### config.mk
export PLATFORM = sky130hd
export DESIGN_NAME = sbx_ctrl
export DESIGN_NICKNAME = d
export VERILOG_FILES = /design/src/design/sbx_pkg.sv /design/src/design/sbx_pkg_top_note.sv
export SDC_FILE = /design/constraint.sdc
export NUM_CORES = 1
export LEC_CHECK = 0
export ABC_AREA = 1
export BUFFER_PORTS_ARGS = -buffer_cell sky130_fd_sc_hd__buf_2
export CAP_MARGIN = 40
export CORE_MARGIN = 2
export CORE_UTILIZATION = 55
export DETAILED_ROUTE_END_ITERATION = 12
export HOLD_SLACK_MARGIN = 0.08
export PLACE_DENSITY = 0.77
export SYNTH_ARGS = -nofsm -noshare
export SYNTH_HDL_FRONTEND = slang
export SYNTH_SLANG_ARGS = --single-unit
### constraint.sdc
create_clock -name aclk -period 4.3 [get_ports aclk]
set_input_delay 0.86 -clock aclk [delete_from_list [all_inputs] [get_ports aclk]]
set_output_delay 0.86 -clock aclk [all_outputs]
set_load 0.1 [all_outputs]
### src/design/sbx_pkg.sv
// Shared types and constants for the horizontal Sobel filter on eight-pixel words.
// No dependencies; every other file of the block imports this package.
package sbx_pkg;

    localparam int PIX_PER_WORD = 8;
    localparam int PIX_BITS     = 10;
    localparam int MAX_WORDS    = 256;

    localparam int GRAD_BITS    = 10;
    localparam int GRAD_MAX     = 1023;
    localparam int GSUM_W       = PIX_BITS + 4;

    localparam int ROWS_W       = 12;
    localparam int CNT_W        = 9;
    localparam int ADDR_W       = (MAX_WORDS > 1) ? $clog2(MAX_WORDS) : 1;

    localparam int CFG_IDX_W    = 2;
    localparam int CFG_DATA_W   = 12;

    localparam int OUT_DEPTH    = 4;
    localparam int OUT_PTR_W    = $clog2(OUT_DEPTH);
    localparam int OUT_CNT_W    = $clog2(OUT_DEPTH + 1);

    typedef enum logic [CFG_IDX_W-1:0] {
        CFG_FRAME_ROWS = 2'd0,
        CFG_ROW_WORDS  = 2'd1
    } cfg_idx_t;

    typedef logic [PIX_BITS-1:0]                       pix_t;
    typedef logic [PIX_PER_WORD-1:0][PIX_BITS-1:0]     word_t;
    typedef logic [2:0][PIX_PER_WORD-1:0][PIX_BITS-1:0] col_t;
    typedef logic [PIX_PER_WORD-1:0][GRAD_BITS-1:0]    grad_word_t;

    typedef struct packed {
        word_t top;
        word_t mid;
    } line_entry_t;

    typedef struct packed {
        logic [ADDR_W-1:0] addr;
        logic              c_zero;
        logic              c_one;
        logic              last;
        logic              flush;
        logic              emit;
        logic              top_rep;
    } b_info_t;

    typedef struct packed {
        grad_word_t grad;
        logic       row_end;
        logic       frame_end;
    } res_t;

endpackage

### src/design/sbx_pkg_top_note.sv
// Configuration decode and frame counters of the Sobel filter's input side.
// Uses sbx_pkg; instantiated by sobel_x_filter_8pix_words.
module sbx_ctrl (
    input  logic                          aclk,
    input  logic                          aresetn,
    input  logic                          cfg_valid,
    input  logic [sbx_pkg::CFG_IDX_W-1:0] cfg_index,
    input  logic [sbx_pkg::CFG_DATA_W-1:0] cfg_data,
    input  logic                          accept,
    input  logic                          cmd,
    output logic                          ignore,
    output sbx_pkg::b_info_t              info
);
    import sbx_pkg::*;

    logic [ROWS_W-1:0] frame_rows_reg, rows_eff;
    logic [CNT_W-1:0]  row_words_reg, width_eff;
    logic [ROWS_W-1:0] row_count_reg, row_count_next;
    logic [CNT_W-1:0]  word_count_reg, word_count_next, c;
    logic              flush, last;

    always_ff @(posedge aclk) begin
        if (!aresetn) begin
            frame_rows_reg <= ROWS_W'(1080);
            row_words_reg  <= CNT_W'(240);
        end else if (cfg_valid) begin
            unique case (cfg_idx_t'(cfg_index))
                CFG_FRAME_ROWS: frame_rows_reg <= cfg_data[ROWS_W-1:0];
                CFG_ROW_WORDS:  row_words_reg  <= cfg_data[CNT_W-1:0];
                default: ;
            endcase
        end
    end

    always_comb begin
        rows_eff  = (frame_rows_reg == '0) ? ROWS_W'(1) : frame_rows_reg;
        width_eff = (row_words_reg == '0) ? CNT_W'(1)
                  : ((row_words_reg > CNT_W'(MAX_WORDS)) ? CNT_W'(MAX_WORDS) : row_words_reg);
        c         = (word_count_reg >= CNT_W'(MAX_WORDS)) ? CNT_W'(MAX_WORDS - 1)
                                                          : word_count_reg;
        last      = ({1'b0, c} + (CNT_W+1)'(1)) >= {1'b0, width_eff};
        flush     = (row_count_reg >= rows_eff);
        ignore    = !flush && cmd;

        info.addr    = c[ADDR_W-1:0];
        info.c_zero  = (c == '0);
        info.c_one   = (c == CNT_W'(1));
        info.last    = last;
        info.flush   = flush;
        info.emit    = (row_count_reg != '0);
        info.top_rep = (row_count_reg == ROWS_W'(1));

        if (last) begin
            word_count_next = '0;
            row_count_next  = flush ? '0 : row_count_reg + ROWS_W'(1);
        end else begin
            word_count_next = c + CNT_W'(1);
            row_count_next  = row_count_reg;
        end
    end

    always_ff @(posedge aclk) begin
        if (!aresetn) begin
            row_count_reg  <= '0;
            word_count_reg <= '0;
        end else if (accept && !ignore) begin
            row_count_reg  <= row_count_next;
            word_count_reg <= word_count_next;
        end
    end

endmodule

==> reports/metrics.yaml <==
synthMuxAreaShare: 0
fin_crit_ns: 3.93
synth_top_cells_by_area: "dfxtp_1 (29%), nand2_1 (12%), ha_1 (12%), inv_1 (7.9%), nor2_1 (5.7%)"
globalRouteOverflowTotal: 0
cts-root-buf: "clkbuf_8"
cts_setup_buffers: 0
pin_count: 34
synth_seq_area_share: 0.292
max-vdd-ir-drop_v: 0.000228
core_area_um2: 5070
rows: 26
synthFlopType: "dfxtp_1"
worstRegToRegCells: 18
synth.avg_cell_area_um2: 6.87
netlist-cell-type-count: 35
synth.cell_area_um2: 2880
placed_area_um2: 3070
pre_cts_slack_ns: 0.758
power.density_nw_per_um2: 316
yosysTopAreaCellShare: 0.292
setup_viol: 0
synthXorXnorAreaFrac: 0.0334
routed-via-count: 2699
clock_sinks: 42
clockBufferDepth: 2
grt-busiest-layer: "met2"
fin_area_um2: 3170
synth_edf_count: 0
timing.fmax_mhz: 255
skew_ns: 0.00483
synth-async-reset-ratio: 0
area_delta_synth_final_pct: 9.99
synth.most_common_cell: "nand2_1"
status: "finished clean"
drt_iter0_markers: 213
yosys.area_share.simple: 0.334
end_kind: "output port"
hold_viol: 0
setup_tns_ns: 0
antenna_found_initial: 0
wire_per_inst_um: 11.8
syn_inst: 419
maxCapViolations: 0
die_x_um: 76.4
rsz0062_at_grt: "false"
grt_usage: 0.227
yosysTopAreaCell: "dfxtp_1"
start_util: 0.568
cts-buffers-inserted: 5
crit_required_ns: 3.44
cp.arrival_ns: 3.07
synth_common_cells: "nand2_1 (92), inv_1 (61), nor2_1 (44), dfxtp_1 (42), ha_1 (27)"
grt_pass1_vias: 2402
synth_compound_area_frac: 0.102
ys_ff_latch: 42
cts_hold_buf: 0
grt_pass1_wl_um: 11000
ys.warnings.count: 0
io_buffers: 33
antenna_cells: 0
cts_max_level: 2
synthAdderAreaFrac: 0.117
power_uw: 1000
cts_resized: 0
drt-pass1-iter-count: 5
vias_per_cell: 5.19
grt_use_met2: 0.371
grt_max_degree: 24
die-area_um2: 5830
drc_errors: 0
whs_path_depth: 2
leakage_uw: 0.00160
ant_nets: 0
clkTransAtPathRegs_ns: 0.09
fin_util: 0.624
period_share: 0.913
drv_slew: 0
post-dp-hpwl_um: 4780
clock_latency_ns: 0.31
met1_usage: 0.316
routabilityCongestion: 0.825
synth_fp_nets: 465
final_nets: 495
max-slew-margin-rel: 0.677
start_kind: "flip-flop"
drive_above_1_share: 0.173
cts_tree: "yes"
routed_wirelength_um: 6150
setup_ws_ns: 0.372
min_path_type: "flip-flop to flip-flop"
critical_path.max_fanout: 13
die_h_um: 76.4
synth_top_family_by_area: "simple AND/OR/NAND/NOR gates"
worst_pin_slew_ns: 0.483
critical_path_class: "flip-flop to output port"
use_met3: 0.0391
-- metrics by stage --
stage               hold WS (ns)  std cells
finish                     0.482        520
global placement           0.469        512
detailed placement         0.474        512
CTS                        0.486        520
global route               0.501        520
floorplan                  0.447        419
-- final cells by class --
| type | count | area (um2) |
|---|---|---|
| fill | 488 | 1910 |
| tap | 70 | 87.6 |
| sequential | 42 | 841 |
| timing repair buffer | 35 | 180 |
| clock buffer | 5 | 68.8 |
| multi-input combinational | 294 | 1690 |
| clock inverter | 3 | 28.8 |
| inverter | 71 | 268 |
-- final timing paths --
check                                  startpoint                 to  slack (ns)
worst max-delay path            word_count_reg[8]            info[3]        0.37
worst min-delay path            frame_rows_reg[7]  frame_rows_reg[7]        0.48
worst max register to register  word_count_reg[8]   row_count_reg[9]        1.06
worst min register to register  frame_rows_reg[7]  frame_rows_reg[7]        0.48
-- power breakdown --
| group | leakage, uW | internal, uW | switching, uW |
|---|---|---|---|
| sequential | 0.000343 | 407 | 11.6 |
| clock | 0.0000506 | 122 | 160 |
| combinational | 0.00121 | 70.6 | 229 |
-- cell families (layout without fill, tap and decap cells) --
kind of cell,Yosys count,in the layout
adder cells (fa/ha/maj),27,27
AO/OA/AOI/OAI,54,54
AND/OR/NAND/NOR,202,202
XOR/XNOR,11,11
buffers and inverters,83,114
flip-flops,42,42
-- layer usage --
layer	part of all wire	up-vias
li1	-	1394
met1	0.46	1226
met2	0.47	74
met3	0.062	5
met4	0.0088	0
met5	0	-
-- cells in the final DEF (no fill, tap or decap), types with 3 or more instances in the layout --
master / n
nor2_1: 44
inv_1: 61
nor4_1: 5
o21ai_1: 7
nand2_2: 7
dfxtp_1: 42
clkbuf_8: 5
inv_2: 6
clkinv_1: 3
nand4_1: 18
o211ai_1: 4
nor3_2: 3
ha_1: 27
o21ai_0: 15
xnor2_1: 3
nor2_2: 8
nand3_1: 12
buf_2: 33
nand2_1: 92
xor2_1: 8
nor3_1: 3
a21oi_1: 24
-- worst max-delay path, stage by stage (launching register included) --
cell and delay (ns):
dfxtp_1 0.40, nor2_2 0.26, inv_1 0.13, ha_1 0.25
nand3_2 0.10, nor2_2 0.04, nand2_1 0.06, xor2_1 0.18
inv_2 0.05, ha_1 0.26, and3_1 0.16, nand3_1 0.09
nand3_1 0.10, buf_4 0.20, buf_2 0.45
No activity file was read; power rests on OpenSTA's default activity.
