--- src/design/sbx_pkg.sv ---
// Shared types and constants for the horizontal Sobel filter on eight-pixel words.
// No dependencies; every other file of the block imports this package.
package sbx_pkg;

    localparam int PIX_PER_WORD = 8;
    localparam int PIX_BITS     = 10;
    localparam int MAX_WORDS    = 256;

    localparam int GRAD_BITS    = 10;
    localparam int GRAD_MAX     = 1023;
    localparam int GSUM_W       = PIX_BITS + 4;

    localparam int ROWS_W       = 12;
    localparam int CNT_W        = 9;
    localparam int ADDR_W       = (MAX_WORDS > 1) ? $clog2(MAX_WORDS) : 1;

    localparam int CFG_IDX_W    = 2;
    localparam int CFG_DATA_W   = 12;

    localparam int OUT_DEPTH    = 4;
    localparam int OUT_PTR_W    = $clog2(OUT_DEPTH);
    localparam int OUT_CNT_W    = $clog2(OUT_DEPTH + 1);

    typedef enum logic [CFG_IDX_W-1:0] {
        CFG_FRAME_ROWS = 2'd0,
        CFG_ROW_WORDS  = 2'd1
    } cfg_idx_t;

    typedef logic [PIX_BITS-1:0]                       pix_t;
    typedef logic [PIX_PER_WORD-1:0][PIX_BITS-1:0]     word_t;
    typedef logic [2:0][PIX_PER_WORD-1:0][PIX_BITS-1:0] col_t;
    typedef logic [PIX_PER_WORD-1:0][GRAD_BITS-1:0]    grad_word_t;

    typedef struct packed {
        word_t top;
        word_t mid;
    } line_entry_t;

    typedef struct packed {
        logic [ADDR_W-1:0] addr;
        logic              c_zero;
        logic              c_one;
        logic              last;
        logic              flush;
        logic              emit;
        logic              top_rep;
    } b_info_t;

    typedef struct packed {
        grad_word_t grad;
        logic       row_end;
        logic       frame_end;
    } res_t;

endpackage

--- src/design/sbx_out_fifo.sv ---
// Result queue: takes up to two items per cycle in order, hands out one per cycle.
// Uses sbx_pkg.
module sbx_out_fifo (
    input  logic           aclk,
    input  logic           aresetn,
    input  logic           push_a,
    input  sbx_pkg::res_t  data_a,
    input  logic           push_b,
    input  sbx_pkg::res_t  data_b,
    output logic           room_two,
    output logic           out_valid,
    input  logic           out_ready,
    output sbx_pkg::res_t  out_data
);
    import sbx_pkg::*;

    res_t                 q_mem [OUT_DEPTH];
    logic [OUT_PTR_W-1:0] wr_ptr_reg, rd_ptr_reg;
    logic [OUT_CNT_W-1:0] count_reg;
    logic                 pop;
    logic [OUT_PTR_W-1:0] wr_ptr_b;

    assign pop       = out_valid && out_ready;
    assign out_valid = (count_reg != '0);
    assign out_data  = q_mem[rd_ptr_reg];
    assign room_two  = (count_reg <= OUT_CNT_W'(OUT_DEPTH - 2));
    assign wr_ptr_b  = wr_ptr_reg + OUT_PTR_W'(1);

    always_ff @(posedge aclk) begin
        if (push_a) begin
            q_mem[wr_ptr_reg] <= data_a;
        end
        if (push_b) begin
            q_mem[wr_ptr_b] <= data_b;
        end
    end

    always_ff @(posedge aclk) begin
        if (!aresetn) begin
            wr_ptr_reg <= '0;
            rd_ptr_reg <= '0;
            count_reg  <= '0;
        end else begin
            wr_ptr_reg <= wr_ptr_reg + OUT_PTR_W'(push_a) + OUT_PTR_W'(push_b);
            rd_ptr_reg <= rd_ptr_reg + OUT_PTR_W'(pop);
            count_reg  <= count_reg + OUT_CNT_W'(push_a) + OUT_CNT_W'(push_b)
                          - OUT_CNT_W'(pop);
        end
    end

    a_count_bound: assert property (@(posedge aclk) disable iff (!aresetn)
        count_reg <= OUT_CNT_W'(OUT_DEPTH))
        else $error("result queue overfilled");

    a_b_needs_a: assert property (@(posedge aclk) disable iff (!aresetn)
        push_b |-> push_a)
        else $error("second push without first");

    a_push_room: assert property (@(posedge aclk) disable iff (!aresetn)
        push_a |-> count_reg <= OUT_CNT_W'(OUT_DEPTH - 2))
        else $error("push into a queue without room for two");

endmodule

--- config.mk ---
export PLATFORM = sky130hd
export DESIGN_NAME = sbx_out_fifo
export DESIGN_NICKNAME = d
export VERILOG_FILES = /design/src/design/sbx_pkg.sv /design/src/design/sbx_out_fifo.sv
export SDC_FILE = /design/constraint.sdc
export NUM_CORES = 1
export LEC_CHECK = 0
export BUFFER_PORTS_ARGS = -buffer_cell sky130_fd_sc_hd__buf_4
export CAP_MARGIN = 25
export CORE_MARGIN = 2
export CORE_UTILIZATION = 35
export DETAILED_ROUTE_END_ITERATION = 8
export PLACE_DENSITY = 0.58
export SYNTH_ARGS = -nofsm -noshare
export SYNTH_HDL_FRONTEND = slang
export SYNTH_SLANG_ARGS = --single-unit
--- constraint.sdc ---
create_clock -name aclk -period 8.1 [get_ports aclk]
set_input_delay 0.81 -clock aclk [delete_from_list [all_inputs] [get_ports aclk]]
set_output_delay 0.81 -clock aclk [all_outputs]
set_load 0.02 [all_outputs]
==> impl_metrics.py <==
metrics = {
    "final_layout": {
        "diodes": 0,
        "nNetsFinal": 1269,
        "seq_area_sq_um": 9997,
        "final_cell_mix": "328 x edfxtp_1, 270 x buf_4, 179 x mux2_2",
        "multi_input_area_sq_um": 5848,
        "final_util_pct": 43.78,
        "drive_above_1_share_pct": 52.53,
        "largest_register_ff_count": 328,
        "num-fill-cells": 4014,
        "mostFrequentLayoutCell": "edfxtp_1",
        "area_growth_pct": 23.05,
    },
    "logic_synthesis": {
        "yosysUniqueCellTypes": 24,
        "synth_fa_ha_area_share_pct": 0.6018,
        "synth_edf_count": 328,
        "synth_ff_type": "edfxtp_1",
        "async_flop_share_pct": 0,
        "syn_area_sq_um": 16220,
        "ys_seq_area_share_pct": 61.60,
        "synthXorXnorAreaFrac_pct": 0.1620,
        "syn_area_per_cell_sq_um": 19.40,
        "synth_nets": 1011,
        "synth_warnings": 0,
        "synth.mux.area_fraction_pct": 34.23,
        "synthSimpleGateAreaFrac_pct": 0.6250,
        "netlist_instances": 836,
        "synth_compound_area_share_pct": 0.1080,
        "synth-seq-cells": 335,
        "synth_top_family_by_area": "multiplexers",
    },
    "worst_setup_path": {
        "cpPeakStageDelay_ps": 780,
        "crit_path_frequent_cell": "buf_4",
        "crit_type": "reg2out",
        "startpoint_type": "flip-flop",
        "cp_data_required_time_ps": 7290,
        "r2r-start": "wr_ptr_reg[1]$_SDFF_PN0_",
        "cp_top_family": "buffers and inverters",
        "crit_arrival_ps": 2770,
        "cpMaxStageDelayCell": "buf_4",
        "path_cells": "buf_4 -> mux4_2 -> buf_4",
        "ff2ff_path_depth": 4,
        "worst-path-buf-inv": 2,
        "end_kind": "primary output",
        "cp_max_fo": 46,
        "r2r-end": "q_mem[2][41]$_DFFE_PP_",
        "r2r_slack_ps": 5230,
    },
    "cts": {
        "cts.sinks": 335,
        "cts-root-buf": "clkbuf_16",
        "cts_inserted_buffers": 41,
        "cts_buffer_depth": 3,
        "ctsResizeCount": 0,
        "clock_latency_ps": 550,
        "hold_buffers": 0,
        "htreeDepth": 2,
        "clk_pin_slew_ps": 60,
        "post_cts_buffers": 0,
        "cts_tree": "yes",
    },
    "detailed_routing": {
        "wl_um": 40470,
        "drc": 0,
        "vias_per_cell": 5.123,
        "detail-route-antenna-nets": 0,
        "num_vias": 8838,
        "wire_per_inst_um": 23.46,
        "first_pass_iters": 5,
        "drt_iter0_markers": 513,
    },
    "sta": {
        "fin_crit_ps": 3578,
        "fmax_mhz": 279.5,
        "tns_ps": 0,
        "finalSetupViolCount": 0,
        "final_hold_viol_count": 0,
        "maxSlewViolCount": 0,
        "worst_pin_slew_ps": 871.1,
        "maxSlewHeadroom_pct": 41.93,
        "fin_skew_ps": 15.14,
        "rsz0062_at_grt": "false",
        "fin_crit_sh_pct": 44.18,
    },
    "global_route": {
        "grt_pass1_vias": 9686,
        "grt_max_degree": 51,
        "grt_pass1_wl_um": 60460,
        "grt_antenna_before_repair": 1,
        "grtUsageTotal_pct": 17.00,
        "grt_overflow_total": 0,
    },
    "worst_hold_path": {
        "hp-class": "in2reg",
        "min-delay-start": "aresetn",
        "hold_end": "rd_ptr_reg[1]$_SDFF_PN0_",
        "min_path_cells": 2,
    },
    "power_and_ir_drop": {
        "p_total_mw": 5.654,
        "netSwitchingPower_mw": 1.637,
        "irDropWorstVdd_uv": 134.1,
        "p_leak_nw": 7.007,
        "pwr-share-clk_pct": 31.9,
        "p_seq_share_pct": 40.2,
        "p_sw_share_pct": 28.95,
        "internal_power_mw": 4.017,
        "p_comb_share_pct": 27.9,
        "power.density_nw_per_um2": 283.3,
    },
    "floorplanning": {
        "dieWidth_um": 219.3,
        "dieHeight_um": 219.3,
        "dieArea_sq_um": 48070,
        "start_util_pct": 35.58,
        "rows": 78,
        "pin_count": 253,
        "core_sq_um": 45580,
    },
    "placed_design": {
        "place_hpwl_um": 23460,
        "port_buffers": 252,
        "gp_congestion": 0.6954,
    },
    "status": {
        "status": "finished clean",
    },
    "run": {
        "maxCapViolCount": 0,
    },
}
==> stage by stage <==
| stage | setup slack (ps) | instance area (sq um) | hold slack (ps) | std cells |
|---|---|---|---|---|
| after floorplan | 840.9 | 16220 | 558.5 | 836 |
| after global placement | 4954 | 18650 | 668.8 | 1651 |
| after detailed placement | 4949 | 18650 | 676.5 | 1651 |
| after CTS | 4431 | 19960 | 494.1 | 1725 |
| after global routing | 4343 | 19960 | 516.3 | 1725 |
| final | 4522 | 19960 | 528.1 | 1725 |
==> worst max path at each step <==
stage,slack [ps],endpoint,depth (start not counted),startpoint
final,4520,out_data[73],3,rd_ptr_reg[1]$_SDFF_PN0_
after detailed placement,4950,q_mem[2][59]$_DFFE_PP_,5,push_b
after global routing,4340,out_data[35],3,rd_ptr_reg[0]$_SDFF_PN0_
after floorplan,840,q_mem[2][0]$_DFFE_PP_,2,push_a
after CTS,4430,out_data[78],3,rd_ptr_reg[1]$_SDFF_PN0_
after global placement,4950,q_mem[2][41]$_DFFE_PP_,5,push_b
==> power groups by stage <==
stage	Combinational [mW]	Clock (mW)	Sequential (mW)
floorplan	1.05	0	2.28
finish	1.58	1.81	2.27
global route	1.69	1.92	2.30
detailed placement	1.61	0	2.31
CTS	1.62	1.86	2.28
global placement	1.61	0	2.31
==> worst register-to-register path, cell delays in order, from the launching register on <==
cell and delay (ps):
dfxtp_1 620, nand3b_1 240, buf_4 600, buf_4 680
mux2_2 470
==> metal layers <==
metal  share of wire (%)  vias to the layer above  global-route usage [%]
met2                  48                      227                   27.41
li1                    -                     3959                       -
met4                 1.9                        2                   4.887
met1                  44                     4598                   22.99
met5               0.040                        -                       0
met3                 6.3                       52                   3.936
==> synth_stat cells, types with 2 or more instances <==
| master | instances | area, sq um |
|---|---|---|
| fa_1 | 3 | 60.06 |
| nor2_1 | 3 | 11.26 |
| clkbuf_1 | 2 | 7.510 |
| buf_6 | 15 | 168.9 |
| mux2_2 | 179 | 2016 |
| mux4_2 | 82 | 1847 |
| ha_1 | 3 | 37.54 |
| and2_1 | 8 | 50.05 |
| o21ai_0 | 2 | 10.01 |
| buf_2 | 20 | 100.1 |
| mux2_1 | 149 | 1678 |
| nand3b_1 | 2 | 15.01 |
| xor2_1 | 2 | 17.52 |
| dfxtp_1 | 7 | 140.1 |
| inv_1 | 6 | 22.52 |
| buf_4 | 18 | 135.1 |
| edfxtp_1 | 328 | 9849 |
==> kinds of logic after synthesis <==
family / Yosys count
AOI/OAI and AO/OA: 3
buffers and inverters: 61
DFF: 335
xor gates and xnor gates: 3
adders and majority gates: 6
muxes: 411
and+or+nand+nor: 17
==> final cells by class <==
type	count	area share (%)
Inverter	6	0.1129
Timing Repair Buffer	270	10.16
Tap cell	600	3.762
Multi-Input combinational cell	440	29.31
Sequential cell	335	50.10
Clock inverter	19	0.9468
Clock buffer	55	5.618
(Power assumes the default switching activity.)
