File: src/design/sbx_pkg.sv
// Shared types and constants for the horizontal Sobel filter on eight-pixel words.
// No dependencies; every other file of the block imports this package.
package sbx_pkg;

    localparam int PIX_PER_WORD = 8;
    localparam int PIX_BITS     = 10;
    localparam int MAX_WORDS    = 256;

    localparam int GRAD_BITS    = 10;
    localparam int GRAD_MAX     = 1023;
    localparam int GSUM_W       = PIX_BITS + 4;

    localparam int ROWS_W       = 12;
    localparam int CNT_W        = 9;
    localparam int ADDR_W       = (MAX_WORDS > 1) ? $clog2(MAX_WORDS) : 1;

    localparam int CFG_IDX_W    = 2;
    localparam int CFG_DATA_W   = 12;

    localparam int OUT_DEPTH    = 4;
    localparam int OUT_PTR_W    = $clog2(OUT_DEPTH);
    localparam int OUT_CNT_W    = $clog2(OUT_DEPTH + 1);

    typedef enum logic [CFG_IDX_W-1:0] {
        CFG_FRAME_ROWS = 2'd0,
        CFG_ROW_WORDS  = 2'd1
    } cfg_idx_t;

    typedef logic [PIX_BITS-1:0]                       pix_t;
    typedef logic [PIX_PER_WORD-1:0][PIX_BITS-1:0]     word_t;
    typedef logic [2:0][PIX_PER_WORD-1:0][PIX_BITS-1:0] col_t;
    typedef logic [PIX_PER_WORD-1:0][GRAD_BITS-1:0]    grad_word_t;

    typedef struct packed {
        word_t top;
        word_t mid;
    } line_entry_t;

    typedef struct packed {
        logic [ADDR_W-1:0] addr;
        logic              c_zero;
        logic              c_one;
        logic              last;
        logic              flush;
        logic              emit;
        logic              top_rep;
    } b_info_t;

    typedef struct packed {
        grad_word_t grad;
        logic       row_end;
        logic       frame_end;
    } res_t;

endpackage

File: src/design/sbx_lane.sv
// One gradient lane: horizontal 3x3 Sobel on one pixel, clamped to the output range.
// Uses sbx_pkg.
module sbx_lane (
    input  logic [2:0][sbx_pkg::PIX_BITS-1:0] lft,
    input  logic [2:0][sbx_pkg::PIX_BITS-1:0] rgt,
    output logic [sbx_pkg::GRAD_BITS-1:0]     grad
);
    import sbx_pkg::*;

    logic signed [GSUM_W-1:0] d0, d1, d2, sum;

    assign d0  = $signed(GSUM_W'(rgt[0])) - $signed(GSUM_W'(lft[0]));
    assign d1  = $signed(GSUM_W'(rgt[1])) - $signed(GSUM_W'(lft[1]));
    assign d2  = $signed(GSUM_W'(rgt[2])) - $signed(GSUM_W'(lft[2]));
    assign sum = d0 + (d1 <<< 1) + d2;

    always_comb begin
        if (sum < 0) begin
            grad = '0;
        end else if (sum > $signed(GSUM_W'(GRAD_MAX))) begin
            grad = GRAD_BITS'(GRAD_MAX);
        end else begin
            grad = sum[GRAD_BITS-1:0];
        end
    end

endmodule

File: src/design/sbx_grad_word.sv
// Gradient of one word: selects rows and edge columns, then runs one lane per pixel.
// Uses sbx_pkg and sbx_lane.
module sbx_grad_word (
    input  logic                  left_present,
    input  sbx_pkg::col_t         left_col,
    input  sbx_pkg::col_t         mid_col,
    input  logic                  right_present,
    input  sbx_pkg::col_t         right_col,
    input  logic                  top_rep,
    input  logic                  bot_rep,
    output sbx_pkg::grad_word_t   grad
);
    import sbx_pkg::*;

    logic [1:0] srow [3];
    pix_t       ext  [3][PIX_PER_WORD+2];

    assign srow[0] = top_rep ? 2'd1 : 2'd0;
    assign srow[1] = 2'd1;
    assign srow[2] = bot_rep ? 2'd1 : 2'd2;

    // replicate the middle word's own edge pixel where no neighbor word exists
    always_comb begin
        for (int r = 0; r < 3; r++) begin
            for (int k = 0; k < PIX_PER_WORD; k++) begin
                ext[r][k+1] = mid_col[srow[r]][k];
            end
            ext[r][0] = left_present ? left_col[srow[r]][PIX_PER_WORD-1]
                                     : mid_col[srow[r]][0];
            ext[r][PIX_PER_WORD+1] = right_present ? right_col[srow[r]][0]
                                                   : mid_col[srow[r]][PIX_PER_WORD-1];
        end
    end

    for (genvar k = 0; k < PIX_PER_WORD; k++) begin : g_lane
        sbx_lane u_lane (
            .lft  ({ext[2][k],   ext[1][k],   ext[0][k]}),
            .rgt  ({ext[2][k+2], ext[1][k+2], ext[0][k+2]}),
            .grad (grad[k])
        );
    end

endmodule

File: config.mk
export PLATFORM = sky130hd
export DESIGN_NAME = sbx_grad_word
export DESIGN_NICKNAME = d
export VERILOG_FILES = /design/src/design/sbx_pkg.sv /design/src/design/sbx_lane.sv /design/src/design/sbx_grad_word.sv
export SDC_FILE = /design/constraint.sdc
export NUM_CORES = 1
export LEC_CHECK = 0
export BUFFER_PORTS_ARGS = -buffer_cell sky130_fd_sc_hd__buf_2
export CAP_MARGIN = 20
export CORE_AREA = 2 2 317 319
export DETAILED_ROUTE_END_ITERATION = 6
export DIE_AREA = 0 0 319 321
export PLACE_DENSITY_LB_ADDON = 0.3
export RECOVER_POWER = 100
export SLEW_MARGIN = 40
export SYNTH_ARGS = -nofsm -noshare
export SYNTH_HDL_FRONTEND = slang
export SYNTH_SLANG_ARGS = --single-unit
File: constraint.sdc
create_clock -name vclk -period 8.6
set_input_delay 0.43 -clock vclk [all_inputs]
set_output_delay 0.43 -clock vclk [all_outputs]
set_load 0.1 [all_outputs]
==> flow_metrics.env, run 1 <==
export IMPL_rows=116
export IMPL_critPathKind="input pin to output pin"
export IMPL_placed_area_mm2=0.0241
export IMPL_final_max_slew_viol_count=0
export IMPL_first_global_vias=19400
export IMPL_pin_count=804
export IMPL_cts_resized=0
export IMPL_yosysWarnings=0
export IMPL_worst_path_max_fanout=31
export IMPL_cp_data_arrival_time_ps=7340
export IMPL_coreArea_mm2=0.0993
export IMPL_worstPathCellList="clkbuf_2, buf_4, mux2i_1, ha_1, fa_1, nor2b_1, o21ai_0, nand2b_1, a21o_1, a21o_1, a31oi_1, xor2_1, fa_1, inv_1, ha_1, nand2_1, o21bai_1, o21a_1, or4_1, a211o_1, a22oi_2, o21ai_0, clkbuf_2"
export IMPL_nClkBuffers=0
export IMPL_setup_ws_ps=828
export IMPL_avgViaCountPerCell=4.65
export IMPL_gr_total_overflow=0
export IMPL_max_stage_delay_ps=960
export IMPL_wl_um=86200
export IMPL_fill_cells=11200
export IMPL_die_h_um=321
export IMPL_place_hpwl_um=78700
export IMPL_holdCritPathClass="input pin to output pin"
export IMPL_post_route_period_util_pct=90.4
export IMPL_grt_usage_pct=16.1
export IMPL_route_vias_total=20300
export IMPL_synth_fp_nets=3886
export IMPL_wl_per_cell_um=19.8
export IMPL_area_growth_pct=17.1
export IMPL_worstHoldPathCells=8
export IMPL_startpoint_type="input pin"
export IMPL_antenna_found_initial=3
export IMPL_period_needed_ps=7770
export IMPL_synth_area_mm2=0.0206
export IMPL_synth_cell_types=74
export IMPL_initial_core_util_pct=20.7
export IMPL_rsz0062_at_grt="false"
export IMPL_worstMarginPinSlew_ps=1370
export IMPL_finalHoldViolations=0
export IMPL_dieArea_mm2=0.102
export IMPL_tns_ps=0
export IMPL_setup_viol=0
export IMPL_post_cts_buffers=0
export IMPL_synth_area_leaders="ha_1, fa_1, mux2i_1, inv_1, xnor2_1"
export IMPL_worstHoldStart="mid_col[160]"
export IMPL_ctsHoldBuffers=0
export IMPL_drc_errors=0
export IMPL_drive_gt1_share_pct=14.9
export IMPL_min_to="grad[10]"
export IMPL_synth_top_area_share_pct=20.9
export IMPL_grt_pass1_wl_um=124000
export IMPL_crit_required_ps=8170
export IMPL_netlist_instances=2698
export IMPL_firstDrtPassIters=5
export IMPL_slew_headroom_pct=8.78
export IMPL_yosys_area_top_type="ha_1"
export IMPL_worstSetupEndpointType="output pin"
export IMPL_layout_nets=4245
export IMPL_seq_cell_count=0
export IMPL_dr_first_iter_drc_count=1330
export IMPL_gp_congestion=0.921
export IMPL_status="complete, no violations"
export IMPL_cap_violations=0
export IMPL_avgSynthCellArea_um2=7.62
export IMPL_die_w_um=319
export IMPL_regArea_um2=0
export IMPL_final_core_util_pct=24.3
export IMPL_clock_fmax_mhz=129
export IMPL_fin_area_mm2=0.0241
export IMPL_slowest_stage="clkbuf_2"
export IMPL_yosysSeqAreaShare_pct=0
export IMPL_pre_cts_slack_ps=1460
export IMPL_drtAntennaViolNets=0
export IMPL_port_buffers=384
export IMPL_multiInputGateArea_mm2=0.0186
export IMPL_grt_max_degree=50
per-stage QoR:
stage	std cells	hold slack (ps)
CTS	4353	2150
finish	4354	2180
floorplan	2698	1890
global placement	4353	2130
global route	4354	2240
detailed placement	4353	2140
cells in the mapped netlist (10+ instances only):
| library cell | n |
|---|---|
| a211oi_1 | 15 |
| a21boi_0 | 18 |
| a21o_1 | 132 |
| a21oi_1 | 154 |
| a31oi_1 | 65 |
| buf_1 | 17 |
| clkbuf_1 | 23 |
| fa_1 | 120 |
| ha_1 | 344 |
| inv_1 | 475 |
| mux2_2 | 32 |
| mux2i_1 | 210 |
| nand2_1 | 111 |
| nand2b_1 | 48 |
| nand3_1 | 29 |
| nor2_1 | 113 |
| nor2b_1 | 64 |
| nor3_1 | 55 |
| nor3b_1 | 13 |
| nor4_1 | 29 |
| o2111ai_1 | 10 |
| o211ai_1 | 14 |
| o21a_1 | 59 |
| o21ai_0 | 137 |
| o21bai_1 | 16 |
| o22ai_1 | 21 |
| o311ai_0 | 13 |
| or2_2 | 10 |
| or3_1 | 21 |
| xnor2_1 | 149 |
| xor2_1 | 73 |
layout by cell type, fill, tap and decap left out, types with 48 or more instances in the layout:
cell / instances
inv_1: 475
buf_2: 346
ha_1: 344
mux2i_1: 206
a21oi_1: 154
xnor2_1: 149
o21ai_0: 137
a21o_1: 132
fa_1: 120
nor2_1: 113
nand2_1: 111
xor2_1: 73
nor2b_1: 64
a31oi_1: 63
o21a_1: 59
nor3_1: 55
nand2b_1: 48
metal layers:
layer	GRT usage, %	wire, um
met1	23.5	42900
met2	24.8	35900
met3	1.94	4850
met4	4.14	2630
met5	0	13
worst max path at each step:
stage | start | end | cells past startpoint
after floorplan | top_rep | grad[64] | 22
after global placement | bot_rep | grad[7] | 21
after detailed placement | bot_rep | grad[72] | 24
after CTS | bot_rep | grad[72] | 24
after global routing | top_rep | grad[42] | 21
final | top_rep | grad[38] | 23
final cells by class:
cell class,count,share of cell area (%)
antenna,1,0.0104
inverter,475,7.40
multi-input combinational,2180,77.4
tap,1298,6.74
timing repair buffer,400,8.46
cells by family (layout without fill, tap and decap cells):
family,Yosys count,count (layout),share of synthesized area (%)
fa+ha+maj,464,464,32.6
buf+inv,518,875,9.49
xor+xnor,222,222,9.46
compound gates,725,725,23.4
mux,242,242,12.0
other cells,0,1,0
simple gates,527,527,13.1
critical path: cells and delay by family:
family / cells / cell delay, ps
compound gates: 9 / 2010
buf+inv: 4 / 1890
fa+ha+maj: 4 / 1390
simple gates: 4 / 780
mux: 1 / 600
xor+xnor: 1 / 160
Power of run 1 is not shown: default switching activity piles up to over one toggle a cycle in this logic, so the estimate is an artifact.
==> run 2: changes to the inputs <==
Settings changed: CORE_AREA 2 2 317 319 to 2 2 313 315, DIE_AREA 0 0 319 321 to 0 0 315 317, SETUP_SLACK_MARGIN set to 0.2.
==> flow_metrics.env, run 2 (same netlist as run 1, synthesis figures left out) <==
export IMPL_pin_count=804
export IMPL_pre_cts_slack_ps=1470
export IMPL_critPathTopFamily="compound AO/OA/AOI/OAI gates"
export IMPL_period_needed_ps=7800
export IMPL_grt_usage_pct=16.5
export IMPL_rsz0062_at_grt="false"
export IMPL_grt_pass1_wl_um=124000
export IMPL_finalHoldViolations=0
export IMPL_seq_cell_count=0
export IMPL_wl_per_cell_um=19.8
export IMPL_coreArea_mm2=0.0963
export IMPL_die_w_um=315
export IMPL_final_common_cell="inv_1"
export IMPL_diodes=0
export IMPL_nClkBuffers=0
export IMPL_worstMarginPinSlew_ps=1280
export IMPL_final_cell_mix="inv_1, buf_2, ha_1"
export IMPL_rows=114
export IMPL_dr_first_iter_drc_count=1234
export IMPL_fin_area_mm2=0.0240
export IMPL_worst_path_max_fanout=37
export IMPL_clock_fmax_mhz=128
export IMPL_port_buffers=384
export IMPL_cp_data_arrival_time_ps=7370
export IMPL_initial_core_util_pct=21.4
export IMPL_crit_required_ps=8170
export IMPL_drc_errors=0
export IMPL_layout_nets=4244
export IMPL_area_growth_pct=16.8
export IMPL_die_h_um=317
export IMPL_final_max_slew_viol_count=0
export IMPL_post_route_period_util_pct=90.7
export IMPL_gp_congestion=0.921
export IMPL_slew_headroom_pct=14.8
export IMPL_post_cts_buffers=0
export IMPL_regArea_um2=0
export IMPL_wl_um=85900
export IMPL_ctsHoldBuffers=0
export IMPL_dieArea_mm2=0.0999
export IMPL_cts_resized=0
export IMPL_path_buf_inv=5
export IMPL_max_stage_delay_ps=890
export IMPL_drtAntennaViolNets=0
export IMPL_cap_violations=0
export IMPL_critPathKind="input pin to output pin"
export IMPL_route_vias_total=20200
export IMPL_tns_ps=0
export IMPL_worstPathCellList="buf_6, buf_4, mux2i_1, inv_1, ha_1, nor2b_1, o21ai_0, nand2b_1, a21o_1, a21o_1, a31oi_1, o21ai_0, fa_1, inv_1, ha_1, nor4_1, o21a_1, a2111o_1, a31oi_1, nor3_1, o22ai_1, clkbuf_1"
export IMPL_startpoint_type="input pin"
export IMPL_place_hpwl_um=78200
export IMPL_firstDrtPassIters=5
export IMPL_setup_viol=0
export IMPL_status="complete, no violations"
export IMPL_holdCritPathClass="input pin to output pin"
export IMPL_worstSetupEndpointType="output pin"
export IMPL_gr_total_overflow=0
export IMPL_grt_max_degree=38
export IMPL_placed_area_mm2=0.0240
export IMPL_first_global_vias=19800
export IMPL_slowest_stage="clkbuf_1"
export IMPL_setup_ws_ps=796
export IMPL_antenna_found_initial=3
export IMPL_avgViaCountPerCell=4.67
export IMPL_drive_gt1_share_pct=14.5
[run 2: changes by cell type in the layout (fill, tap and decap cells not counted), sizes merged]
cell and delta:
diode -1, buf +13, clkbuf -14
[run 2: worst paths after layout]
path,from,endpoint,slack [ps],cells after the start
max,bot_rep,grad[5],800,22
min,mid_col[60],grad[50],2150,8
[run 2: final cells by class]
type	count	area, um^2
timing repair buffer	399	2020
inverter	475	1780
fill	10700	72300
tap	1276	1600
multi-input combinational	2180	18600
[run 2: layer usage]
layer	GRT usage, %	wire length [um]	up-vias
li1	-	-	10200
met1	24.5	43300	9456
met2	26.5	37600	549
met3	0.828	3550	56
met4	2.36	1380	6
met5	0	37	-
[run 2: through the flow]
| stage | utilization [%] | instances | hold slack, ps |
|---|---|---|---|
| 6_report | 24.9 | 4330 | 2150 |
| 2_1_floorplan | - | 2698 | 1890 |
| 5_1_grt | 24.9 | 4330 | 2220 |
| 4_1_cts | 25.0 | 4330 | 2090 |
| 3_3_place_gp | 25.0 | 4330 | 2090 |
| 3_5_place_dp | 25.0 | 4330 | 2080 |
Power of run 2 is left out for the same reason.
==> run 3: changes to the inputs <==
Settings changed: GPL_TIMING_DRIVEN set to 0.
==> flow_metrics.env, run 3 (same netlist as run 1, synthesis figures left out) <==
export IMPL_cap_violations=0
export IMPL_stdcell_count=4363
export IMPL_antenna_found_initial=8
export IMPL_grt_pass1_wl_um=129000
export IMPL_wl_um=91400
export IMPL_dr_first_iter_drc_count=1364
export IMPL_slowest_stage="a311oi_2"
export IMPL_nClkBuffers=0
export IMPL_worstMarginPinSlew_ps=1180
export IMPL_status="complete, no violations"
export IMPL_port_buffers=380
export IMPL_coreArea_mm2=0.0963
export IMPL_worst_path_max_fanout=11
export IMPL_setup_viol=0
export IMPL_final_cell_mix="inv_1, ha_1, buf_2"
export IMPL_post_route_period_util_pct=91.5
export IMPL_cp_data_arrival_time_ps=7440
export IMPL_rsz0062_at_grt="false"
export IMPL_regArea_um2=0
export IMPL_pre_cts_slack_ps=455
export IMPL_place_hpwl_um=83800
export IMPL_clock_fmax_mhz=127
export IMPL_route_vias_total=20700
export IMPL_rows=114
export IMPL_post_cts_buffers=0
export IMPL_slew_headroom_pct=21.8
export IMPL_area_growth_pct=17.4
export IMPL_final_core_util_pct=25.1
export IMPL_grt_max_degree=11
export IMPL_worstSetupEndpointType="output pin"
export IMPL_setup_ws_ps=734
export IMPL_period_needed_ps=7870
export IMPL_die_w_um=315
export IMPL_holdCritPathClass="input pin to output pin"
export IMPL_pin_count=804
export IMPL_ctsHoldBuffers=0
export IMPL_final_max_slew_viol_count=0
export IMPL_grt_usage_pct=17.5
export IMPL_first_global_vias=20100
export IMPL_startpoint_type="input pin"
export IMPL_dieArea_mm2=0.0999
export IMPL_cts_resized=0
export IMPL_worstPathCellList="clkbuf_2, buf_2, clkbuf_2, mux2i_1, inv_1, ha_1, nor2b_1, o21ai_0, a21boi_0, o21ai_0, a21oi_1, o2111ai_1, nor3b_1, fa_1, inv_1, ha_1, a21o_1, a41o_1, a311oi_2, nor2_2, a311oi_2, a21oi_1, clkbuf_2"
export IMPL_crit_required_ps=8170
export IMPL_initial_core_util_pct=21.4
export IMPL_drc_errors=0
export IMPL_finalHoldViolations=0
export IMPL_gp_congestion=0.939
export IMPL_cpMostUsedCell="clkbuf_2"
export IMPL_critPathKind="input pin to output pin"
export IMPL_drive_gt1_share_pct=15.0
export IMPL_drtAntennaViolNets=0
export IMPL_avgViaCountPerCell=4.75
export IMPL_dpl_cell_count=4357
export IMPL_layout_nets=4271
export IMPL_gr_total_overflow=0
export IMPL_max_stage_delay_ps=670
export IMPL_seq_cell_count=0
export IMPL_wl_per_cell_um=20.9
export IMPL_fill_cells=10800
export IMPL_final_common_cell="inv_1"
export IMPL_firstDrtPassIters=6
export IMPL_die_h_um=317
## run 3: cell count changes in the layout (fill, tap and decap cells not counted), moves of 5 or more
cell,before,now
clkbuf_2,7,74
clkbuf_1,15,21
buf_1,0,5
diode_2,0,6
buf_4,13,2
buf_2,362,322
## run 3: final cells by class
cell class	count	area [um^2]	area share, %
Multi-Input combinational cell	2180	18600	77.1
Timing Repair Buffer	383	1940	8.06
Inverter	475	1780	7.39
Tap cell	1276	1600	6.61
Buffer	43	193	0.798
Antenna cell	6	15.0	0.0622
## run 3: per-stage QoR
step / setup TNS [ps] / hold WS [ps] / instance area [um^2]
global route: 0 / 2190 / 24100
floorplan: 0 / 1890 / 20600
finish: 0 / 2170 / 24100
detailed placement: 0 / 2090 / 24100
global placement: -36590 / 2090 / 24100
CTS: 0 / 2100 / 24100
## run 3: path summary, 6_finish.rpt
| check | from | to | slack, ps | cells after the start |
|---|---|---|---|---|
| worst max-delay path | bot_rep | grad[3] | 730 | 23 |
| worst min-delay path | mid_col[190] | grad[40] | 2170 | 9 |
## run 3: critical path, delay by kind of cell
kind | cells | cell delay (ps)
AOI/OAI and AO/OA | 10 | 2620
adders and majority gates | 3 | 1100
buffers and inverters | 6 | 2040
muxes | 1 | 590
and+or+nand+nor | 3 | 590
## run 3: per-layer routing
metal	up-vias	track usage, %	wire length [um]	share of wire (%)
met1	9689	25.8	45400	50
met5	-	0	55	0.060
met4	8	3.07	1840	2.0
li1	10300	-	-	-
met3	80	1.30	4740	5.2
met2	672	28.0	39300	43
